**config.mk**
```make
export PLATFORM = sky130hd
export DESIGN_NAME = sm3_hash_engine_unit
export DESIGN_NICKNAME = d
export VERILOG_FILES = /design/src/sv/sm3_pkg.sv /design/src/sv/sm3_ctrl.sv /design/src/sv/sm3_datapath.sv /design/src/sv/sm3_hash_engine_unit.sv
export SDC_FILE = /design/constraint.sdc
export NUM_CORES = 2
export LEC_CHECK = 0
export ABC_CLOCK_PERIOD_IN_PS = 29300
export BUFFER_PORTS_ARGS = -buffer_cell sky130_fd_sc_hd__clkbuf_2
export CELL_PAD_IN_SITES_DETAIL_PLACEMENT = 1
export CELL_PAD_IN_SITES_GLOBAL_PLACEMENT = 1
export CORE_ASPECT_RATIO = 0.75
export CORE_MARGIN = 2
export CORE_UTILIZATION = 50
export CTS_BUF_LIST = sky130_fd_sc_hd__clkbuf_4
export CTS_CLUSTER_SIZE = 24
export DETAILED_ROUTE_END_ITERATION = 16
export HOLD_SLACK_MARGIN = 0.12
export PLACE_DENSITY_LB_ADDON = 0.05
export SLEW_MARGIN = 20
export SYNTH_ARGS = -nofsm -noshare
export SYNTH_HDL_FRONTEND = slang
export SYNTH_HIERARCHICAL = 1
export SYNTH_SLANG_ARGS = --single-unit
```
**constraint.sdc**
```tcl
create_clock -name aclk -period 29.3 [get_ports aclk]
set_input_delay 1.465 -clock aclk [delete_from_list [all_inputs] [get_ports aclk]]
set_output_delay 1.465 -clock aclk [all_outputs]
set_load 0.005 [all_outputs]
```
**src/sv/sm3_pkg.sv**
```systemverilog
// ---------------------------------------------------------------------------
// SM3 package
// Command and status types between controller and datapath, SM3 constants
// and the permutation helpers.
// ---------------------------------------------------------------------------
`default_nettype none

package sm3_pkg;

    typedef struct packed {
        logic wr_byte;
        logic pad;
        logic pad_len;
        logic clr_len;
        logic load;
        logic round;
        logic emit;
    } sm3_cmd_t;

    typedef struct packed {
        logic blk_full;
        logic pos_gt55;
        logic round_last;
        logic out_busy;
    } sm3_sts_t;

    typedef logic [31:0] word_t;

    localparam word_t T0 = 32'h79CC4519;
    localparam word_t T1 = 32'h7A879D8A;
    localparam word_t T1_R16 = {T1[15:0], T1[31:16]};

    localparam word_t IV [8] = '{
        32'h7380166F, 32'h4914B2B9, 32'h172442D7, 32'hDA8A0600,
        32'hA96F30BC, 32'h163138AA, 32'hE38DEE4D, 32'hB0FB0E4E
    };

    localparam logic [5:0] LEN_POS_MAX = 6'd55;

    function automatic word_t rotl(input word_t x, input int unsigned n);
        return (x << n) | (x >> (32 - n));
    endfunction

    function automatic word_t perm0(input word_t x);
        return x ^ rotl(x, 9) ^ rotl(x, 17);
    endfunction

    function automatic word_t perm1(input word_t x);
        return x ^ rotl(x, 15) ^ rotl(x, 23);
    endfunction

endpackage

`default_nettype wire

```
**src/sv/sm3_ctrl.sv**
```systemverilog
// ---------------------------------------------------------------------------
// SM3 controller
// Sequences byte intake, padding, block compression and digest hand-off.
// ---------------------------------------------------------------------------
`default_nettype none

module sm3_ctrl (
    input  wire logic             aclk,
    input  wire logic             aresetn,
    input  wire logic             s_valid,
    input  wire logic             s_byte_valid,
    input  wire logic             s_last,
    output logic                  s_ready,
    input  wire sm3_pkg::sm3_sts_t sts,
    output sm3_pkg::sm3_cmd_t     cmd
);
    import sm3_pkg::*;

    typedef enum logic [2:0] {
        ST_IDLE,
        ST_PAD,
        ST_LEN,
        ST_LOAD,
        ST_ROUND,
        ST_OUT
    } state_t;

    state_t state_reg, state_next;
    state_t after_reg, after_next;
    logic   take;

    assign s_ready = (state_reg == ST_IDLE);
    assign take    = s_ready && s_valid;

    always_comb begin
        state_next = state_reg;
        after_next = after_reg;
        cmd        = '0;
        case (state_reg)
            ST_IDLE: begin
                if (take) begin
                    cmd.wr_byte = s_byte_valid;
                    if (s_byte_valid && sts.blk_full) begin
                        state_next = ST_LOAD;
                        after_next = s_last ? ST_PAD : ST_IDLE;
                    end else if (s_last) begin
                        state_next = ST_PAD;
                    end
                end
            end
            ST_PAD: begin
                cmd.pad     = 1'b1;
                cmd.pad_len = !sts.pos_gt55;
                state_next  = ST_LOAD;
                after_next  = sts.pos_gt55 ? ST_LEN : ST_OUT;
            end
            ST_LEN: begin
                cmd.clr_len = 1'b1;
                state_next  = ST_LOAD;
                after_next  = ST_OUT;
            end
            ST_LOAD: begin
                cmd.load   = 1'b1;
                state_next = ST_ROUND;
            end
            ST_ROUND: begin
                cmd.round = 1'b1;
                if (sts.round_last) begin
                    state_next = after_reg;
                end
            end
            ST_OUT: begin
                if (!sts.out_busy) begin
                    cmd.emit   = 1'b1;
                    state_next = ST_IDLE;
                end
            end
            default: begin
                state_next = ST_IDLE;
            end
        endcase
    end

    always_ff @(posedge aclk) begin
        if (!aresetn) begin
            state_reg <= ST_IDLE;
            after_reg <= ST_IDLE;
        end else begin
            state_reg <= state_next;
            after_reg <= after_next;
        end
    end

endmodule

`default_nettype wire

```
**src/sv/sm3_datapath.sv**
```systemverilog
// ---------------------------------------------------------------------------
// SM3 datapath
// Block buffer, byte count, message schedule window, round unit, chaining
// value and the digest output buffer.
// ---------------------------------------------------------------------------
`default_nettype none

module sm3_datapath (
    input  wire logic              aclk,
    input  wire logic              aresetn,
    input  wire sm3_pkg::sm3_cmd_t cmd,
    input  wire logic [7:0]        s_byte,
    output sm3_pkg::sm3_sts_t      sts,
    input  wire logic              m_ready,
    output logic                   m_valid,
    output logic [31:0]            m_word,
    output logic [2:0]             m_index,
    output logic                   m_last
);
    import sm3_pkg::*;

    word_t       blk_reg   [16];
    word_t       w_reg     [16];
    word_t       v_reg     [8];
    word_t       v_next    [8];
    word_t       chain_reg [8];
    word_t       out_reg   [8];
    word_t       pad_word  [16];
    word_t       t_reg;
    logic [28:0] cnt_reg;
    logic [5:0]  rnd_reg;
    logic [3:0]  out_cnt_reg;
    logic [2:0]  idx_reg;
    logic [5:0]  pos;
    logic [4:0]  sh;
    word_t       len_bits;
    word_t       a12, ss1, ss2, ff, gg, tt1, tt2, nw;
    logic        early;
    logic        m_hs;

    assign pos      = cnt_reg[5:0];
    assign sh       = {~cnt_reg[1:0], 3'b000};
    assign len_bits = {cnt_reg, 3'b000};
    assign early    = (rnd_reg[5:4] == 2'b00);
    assign m_hs     = m_valid && m_ready;

    assign sts.blk_full   = (pos == 6'd63);
    assign sts.pos_gt55   = (pos > LEN_POS_MAX);
    assign sts.round_last = (rnd_reg == 6'd63);
    assign sts.out_busy   = (out_cnt_reg != 4'd0);

    assign m_valid = (out_cnt_reg != 4'd0);
    assign m_word  = out_reg[0];
    assign m_index = idx_reg;
    assign m_last  = (out_cnt_reg == 4'd1);

    always_comb begin
        for (int w = 0; w < 16; w++) begin
            for (int b = 0; b < 4; b++) begin
                if (6'(w * 4 + b) < pos) begin
                    pad_word[w][31 - 8 * b -: 8] = blk_reg[w][31 - 8 * b -: 8];
                end else if (6'(w * 4 + b) == pos) begin
                    pad_word[w][31 - 8 * b -: 8] = 8'h80;
                end else begin
                    pad_word[w][31 - 8 * b -: 8] = 8'h00;
                end
            end
        end
    end

    always_comb begin
        a12 = rotl(v_reg[0], 12);
        ss1 = rotl(a12 + v_reg[4] + t_reg, 7);
        ss2 = ss1 ^ a12;
        if (early) begin
            ff = v_reg[0] ^ v_reg[1] ^ v_reg[2];
            gg = v_reg[4] ^ v_reg[5] ^ v_reg[6];
        end else begin
            ff = (v_reg[0] & v_reg[1]) | (v_reg[0] & v_reg[2]) | (v_reg[1] & v_reg[2]);
            gg = (v_reg[4] & v_reg[5]) | (~v_reg[4] & v_reg[6]);
        end
        tt1 = ff + v_reg[3] + ss2 + (w_reg[0] ^ w_reg[4]);
        tt2 = gg + v_reg[7] + ss1 + w_reg[0];
        v_next[0] = tt1;
        v_next[1] = v_reg[0];
        v_next[2] = rotl(v_reg[1], 9);
        v_next[3] = v_reg[2];
        v_next[4] = perm0(tt2);
        v_next[5] = v_reg[4];
        v_next[6] = rotl(v_reg[5], 19);
        v_next[7] = v_reg[6];
        nw = perm1(w_reg[0] ^ w_reg[7] ^ rotl(w_reg[13], 15))
             ^ rotl(w_reg[3], 7) ^ w_reg[10];
    end

    always_ff @(posedge aclk) begin
        if (cmd.wr_byte) begin
            blk_reg[cnt_reg[5:2]][sh +: 8] <= s_byte;
        end else if (cmd.pad) begin
            for (int w = 0; w < 14; w++) begin
                blk_reg[w] <= pad_word[w];
            end
            if (cmd.pad_len) begin
                blk_reg[14] <= '0;
                blk_reg[15] <= len_bits;
            end else begin
                blk_reg[14] <= pad_word[14];
                blk_reg[15] <= pad_word[15];
            end
        end else if (cmd.clr_len) begin
            for (int w = 0; w < 15; w++) begin
                blk_reg[w] <= '0;
            end
            blk_reg[15] <= len_bits;
        end

        if (cmd.load) begin
            w_reg <= blk_reg;
            v_reg <= chain_reg;
            t_reg <= T0;
        end else if (cmd.round) begin
            for (int k = 0; k < 15; k++) begin
                w_reg[k] <= w_reg[k + 1];
            end
            w_reg[15] <= nw;
            v_reg     <= v_next;
            t_reg     <= (rnd_reg == 6'd15) ? T1_R16 : rotl(t_reg, 1);
        end

        if (cmd.emit) begin
            out_reg <= chain_reg;
        end else if (m_hs) begin
            for (int k = 0; k < 7; k++) begin
                out_reg[k] <= out_reg[k + 1];
            end
        end
    end

    always_ff @(posedge aclk) begin
        if (!aresetn) begin
            chain_reg   <= IV;
            cnt_reg     <= '0;
            rnd_reg     <= '0;
            out_cnt_reg <= '0;
            idx_reg     <= '0;
        end else begin
            if (cmd.wr_byte) begin
                cnt_reg <= cnt_reg + 29'd1;
            end else if (cmd.emit) begin
                cnt_reg <= '0;
            end

            if (cmd.load) begin
                rnd_reg <= '0;
            end else if (cmd.round) begin
                rnd_reg <= rnd_reg + 6'd1;
            end

            if (cmd.round && sts.round_last) begin
                for (int k = 0; k < 8; k++) begin
                    chain_reg[k] <= chain_reg[k] ^ v_next[k];
                end
            end else if (cmd.emit) begin
                chain_reg <= IV;
            end

            if (cmd.emit) begin
                out_cnt_reg <= 4'd8;
                idx_reg     <= '0;
            end else if (m_hs) begin
                out_cnt_reg <= out_cnt_reg - 4'd1;
                idx_reg     <= idx_reg + 3'd1;
            end
        end
    end

endmodule

`default_nettype wire

```
**src/sv/sm3_hash_engine_unit.sv**
```systemverilog
// Throughput: one byte request per cycle; a byte that completes a block
// holds tready low through the load and 64 rounds, one round per cycle.
// Last request: a pad step, one or two compressions, a length-block step
// between them when padding spills over, a hand-off step once the
// previous digest has drained, then 8 digest words, one per cycle of tready.
// Reset: synchronous; chaining value returns to the IV, count to zero.
// ---------------------------------------------------------------------------
// SM3 hash engine top level
// Byte stream in, eight big-endian digest words out per message.
// ---------------------------------------------------------------------------
`default_nettype none

module sm3_hash_engine_unit (
    input  wire logic        aclk,
    input  wire logic        aresetn,
    input  wire logic        s_axis_tvalid,
    output logic             s_axis_tready,
    input  wire logic [7:0]  s_axis_tdata,   // [7:0] msg_byte
    input  wire logic        s_axis_tuser,   // [0] byte_valid
    input  wire logic        s_axis_tlast,
    output logic             m_axis_tvalid,
    input  wire logic        m_axis_tready,
    output logic [31:0]      m_axis_tdata,   // [31:0] digest_word
    output logic [2:0]       m_axis_tuser,   // [2:0] word_index
    output logic             m_axis_tlast
);
    import sm3_pkg::*;

    sm3_cmd_t cmd;
    sm3_sts_t sts;

    sm3_ctrl u_ctrl (
        .aclk         (aclk),
        .aresetn      (aresetn),
        .s_valid      (s_axis_tvalid),
        .s_byte_valid (s_axis_tuser),
        .s_last       (s_axis_tlast),
        .s_ready      (s_axis_tready),
        .sts          (sts),
        .cmd          (cmd)
    );

    sm3_datapath u_dp (
        .aclk    (aclk),
        .aresetn (aresetn),
        .cmd     (cmd),
        .s_byte  (s_axis_tdata),
        .sts     (sts),
        .m_ready (m_axis_tready),
        .m_valid (m_axis_tvalid),
        .m_word  (m_axis_tdata),
        .m_index (m_axis_tuser),
        .m_last  (m_axis_tlast)
    );

endmodule

`default_nettype wire

```
==> metrics.cfg <==
[hold_path]
hold_path_end = u_dp/m_index[1]
hp-start = m_axis_tready
min_path_type = in2reg
hold-path-cell-count = 3

[critical_path]
cp-end-kind = register
startpoint = u_dp/v_next[73]
cpMaxStageDelayCell = nor3_1
max_stage_delay_ps = 670
r2r_end = u_dp/chain_reg[254]
path_class = reg2reg
r2r_cells = 25
start_kind = register
r2r-start = u_dp/v_next[73]
critPathMaxFanout = 7
cp_data_required_time_ps = 30520
crit_arrival_ps = 9920
rrSetupSlack_ps = 20600

[detailed_routing]
first_pass_iters = 6
via_count = 64700
wl_um = 327000
drtIter0Drc = 7550
drc_errors = 0
wl_per_cell_um = 30.1
viasPerCell = 5.96
antenna_left = 0

[timing]
slew_violations = 0
hold_violations = 0
fmax_mhz = 115
finClkSkew_ps = 165
grt_setup_unrepaired = no
finalCritPeriodShare_pct = 29.7
setup_tns_ps = 0
min_period_ps = 8700
setup_ws_ps = 20600
worst_pin_slew_ps = 1340
slew_headroom_pct = 10.5
finalSetupViolCount = 0

[cts]
clk_latency_ps = 1470
postCtsHoldBufs = 0
clock-sinks = 1872
postCtsResizedCells = 0
clockBufferDepth = 4
cts_setup_buffers = 0
cts_root_buffer = clkbuf_4
clk_pin_slew_ps = 70
htreeDepth = 5
cts_tree = done
cts_buffers = 483

[finish]
drive_gt1_share_pct = 23.2
regArea_um2 = 52900
filler_cell_count = 19100
area_delta_synth_final_pct = 9.66
layout.nets = 8274
fin_cells = 10900
multi_input_area_um2 = 37800

[place]
port_buffers = 51
gp_congestion = 1.01
dp_cells = 9988
dp_hpwl_um = 231000
dp_slack_ps = 20900

[synth]
synth_area_um2 = 93300
seq_area_frac_synth_pct = 56.7
synth_flop_cell = edfxtp_1
async_flop_share_pct = 0
synth-edff-count = 1536
yosysTopAreaCellShare_pct = 49.5
synth_area_leaders = edfxtp_1 (49%), mux2_2 (11%), dfxtp_1 (7.2%), fa_1 (4.0%), nand2_1 (3.8%)
yosysTopAreaCell = edfxtp_1
avgSynthCellArea_um2 = 12.1
syn_inst = 7736
ys_types = 83
ys_ff_latch = 1872
ys_warn_count = 6
synth_nets = 8039

[die]
ios = 52
dieArea_um2 = 190000
initial_core_util_pct = 50.2
die_h_um = 378
die_x_um = 503
std_cell_rows = 137
coreArea_um2 = 186000

[flow_run]
drv_cap = 0

[global_route]
grt_max_degree = 225
track_usage_pct = 34.0
grt_pass1_wl_um = 464000
grt_overflow = 0
antenna_found_initial = 27
grt_pass1_vias = 64300

[run_status]
status = complete, no violations

metal layers:
| metal | share of wire (%) | global-route usage (%) | vias to the layer above | routed length, µm |
|---|---|---|---|---|
| met3 | 11 | 10.2 | 466 | 37100 |
| met1 | 46 | 53.0 | 33300 | 151000 |
| li1 | - | - | 28000 | - |
| met5 | 0.018 | 0 | - | 58 |
| met2 | 40 | 45.2 | 2928 | 130000 |
| met4 | 2.6 | 9.26 | 8 | 8430 |
worst max-delay path: cells and delay by family, from the launching register on:
family / cells / cell delay, ps
AO/OA/AOI/OAI: 13 / 3650
XOR/XNOR: 1 / 350
adder cells (fa/ha/maj): 5 / 2390
buffers and inverters: 1 / 40
flip-flops: 1 / 580
multiplexers: 1 / 250
AND/OR/NAND/NOR: 4 / 1270
Yosys cell counts, types with 10 or more instances:
master    instances
nor2_1          431
mux2_2          925
dfxtp_1         336
inv_1           265
nand4_1          10
mux2i_1          41
o21bai_1         15
and2_1          361
or2_2            12
and3_1           40
nor3_1           70
a31oi_1          31
clkbuf_1        382
or3_1            51
edfxtp_1       1536
xnor2_1         320
nor2b_1          35
nand2_1         956
nand2b_1         21
ha_1            101
nand3_1          87
xor2_1          303
buf_4            33
o21a_1           20
o22ai_1          22
a211oi_1         31
a21o_1           38
a221o_1          10
buf_1            11
o21ai_0         617
fa_1            188
a21oi_1         287
a21boi_0         20
through the flow:
stage / utilization [%] / instance area, µm² / hold WS [ps]
3_3_place_gp: 51.7 / 96000 / 454
2_1_floorplan: - / 93300 / 437
6_report: 55.1 / 102000 / 397
3_5_place_dp: 51.7 / 96100 / 463
4_1_cts: 55.0 / 102000 / 261
5_1_grt: 55.1 / 102000 / 263
worst max path at each step:
stage	cells after the start	endpoint
after floorplan	5	u_dp/v_next[0]
after global placement	28	u_dp/chain_reg[254]
after detailed placement	25	u_dp/chain_reg[254]
after CTS	28	u_dp/chain_reg[254]
after global routing	28	u_dp/chain_reg[254]
final	25	u_dp/chain_reg[254]
cell families after synthesis:
family	synth area share, %
compound gates	7.21
xor+xnor	5.97
fa+ha+maj	5.39
buf+inv	2.96
flops	56.7
mux	11.6
simple gates	10.2
placed cells by master (no fill, tap or decap), types with 35 or more instances in the layout:
master	count
edfxtp_1	1536
nand3_1	87
clkbuf_2	51
buf_4	121
ha_1	101
or3_1	51
dfxtp_1	336
clkbuf_4	738
nor2b_1	35
and2_1	360
xor2_1	302
and3_1	39
o21ai_0	598
nor3_1	67
clkinv_1	94
a21o_1	38
xnor2_1	313
mux2_2	925
nor2_1	427
nand2_1	952
mux2i_1	41
a21oi_1	285
inv_1	265
fa_1	188
area by class of cell:
cell class	count	area share (%)
well taps	2502	3.06
flip-flops and latches	1872	51.7
inverters	268	0.991
multi-input cells	5167	37.0
clock inverters	113	0.544
repair buffers	179	1.27
diodes	16	0.0392
clock buffers	738	5.42
Power is not shown: default switching activity piles up to over one toggle a cycle in this logic, so the estimate is an artifact.
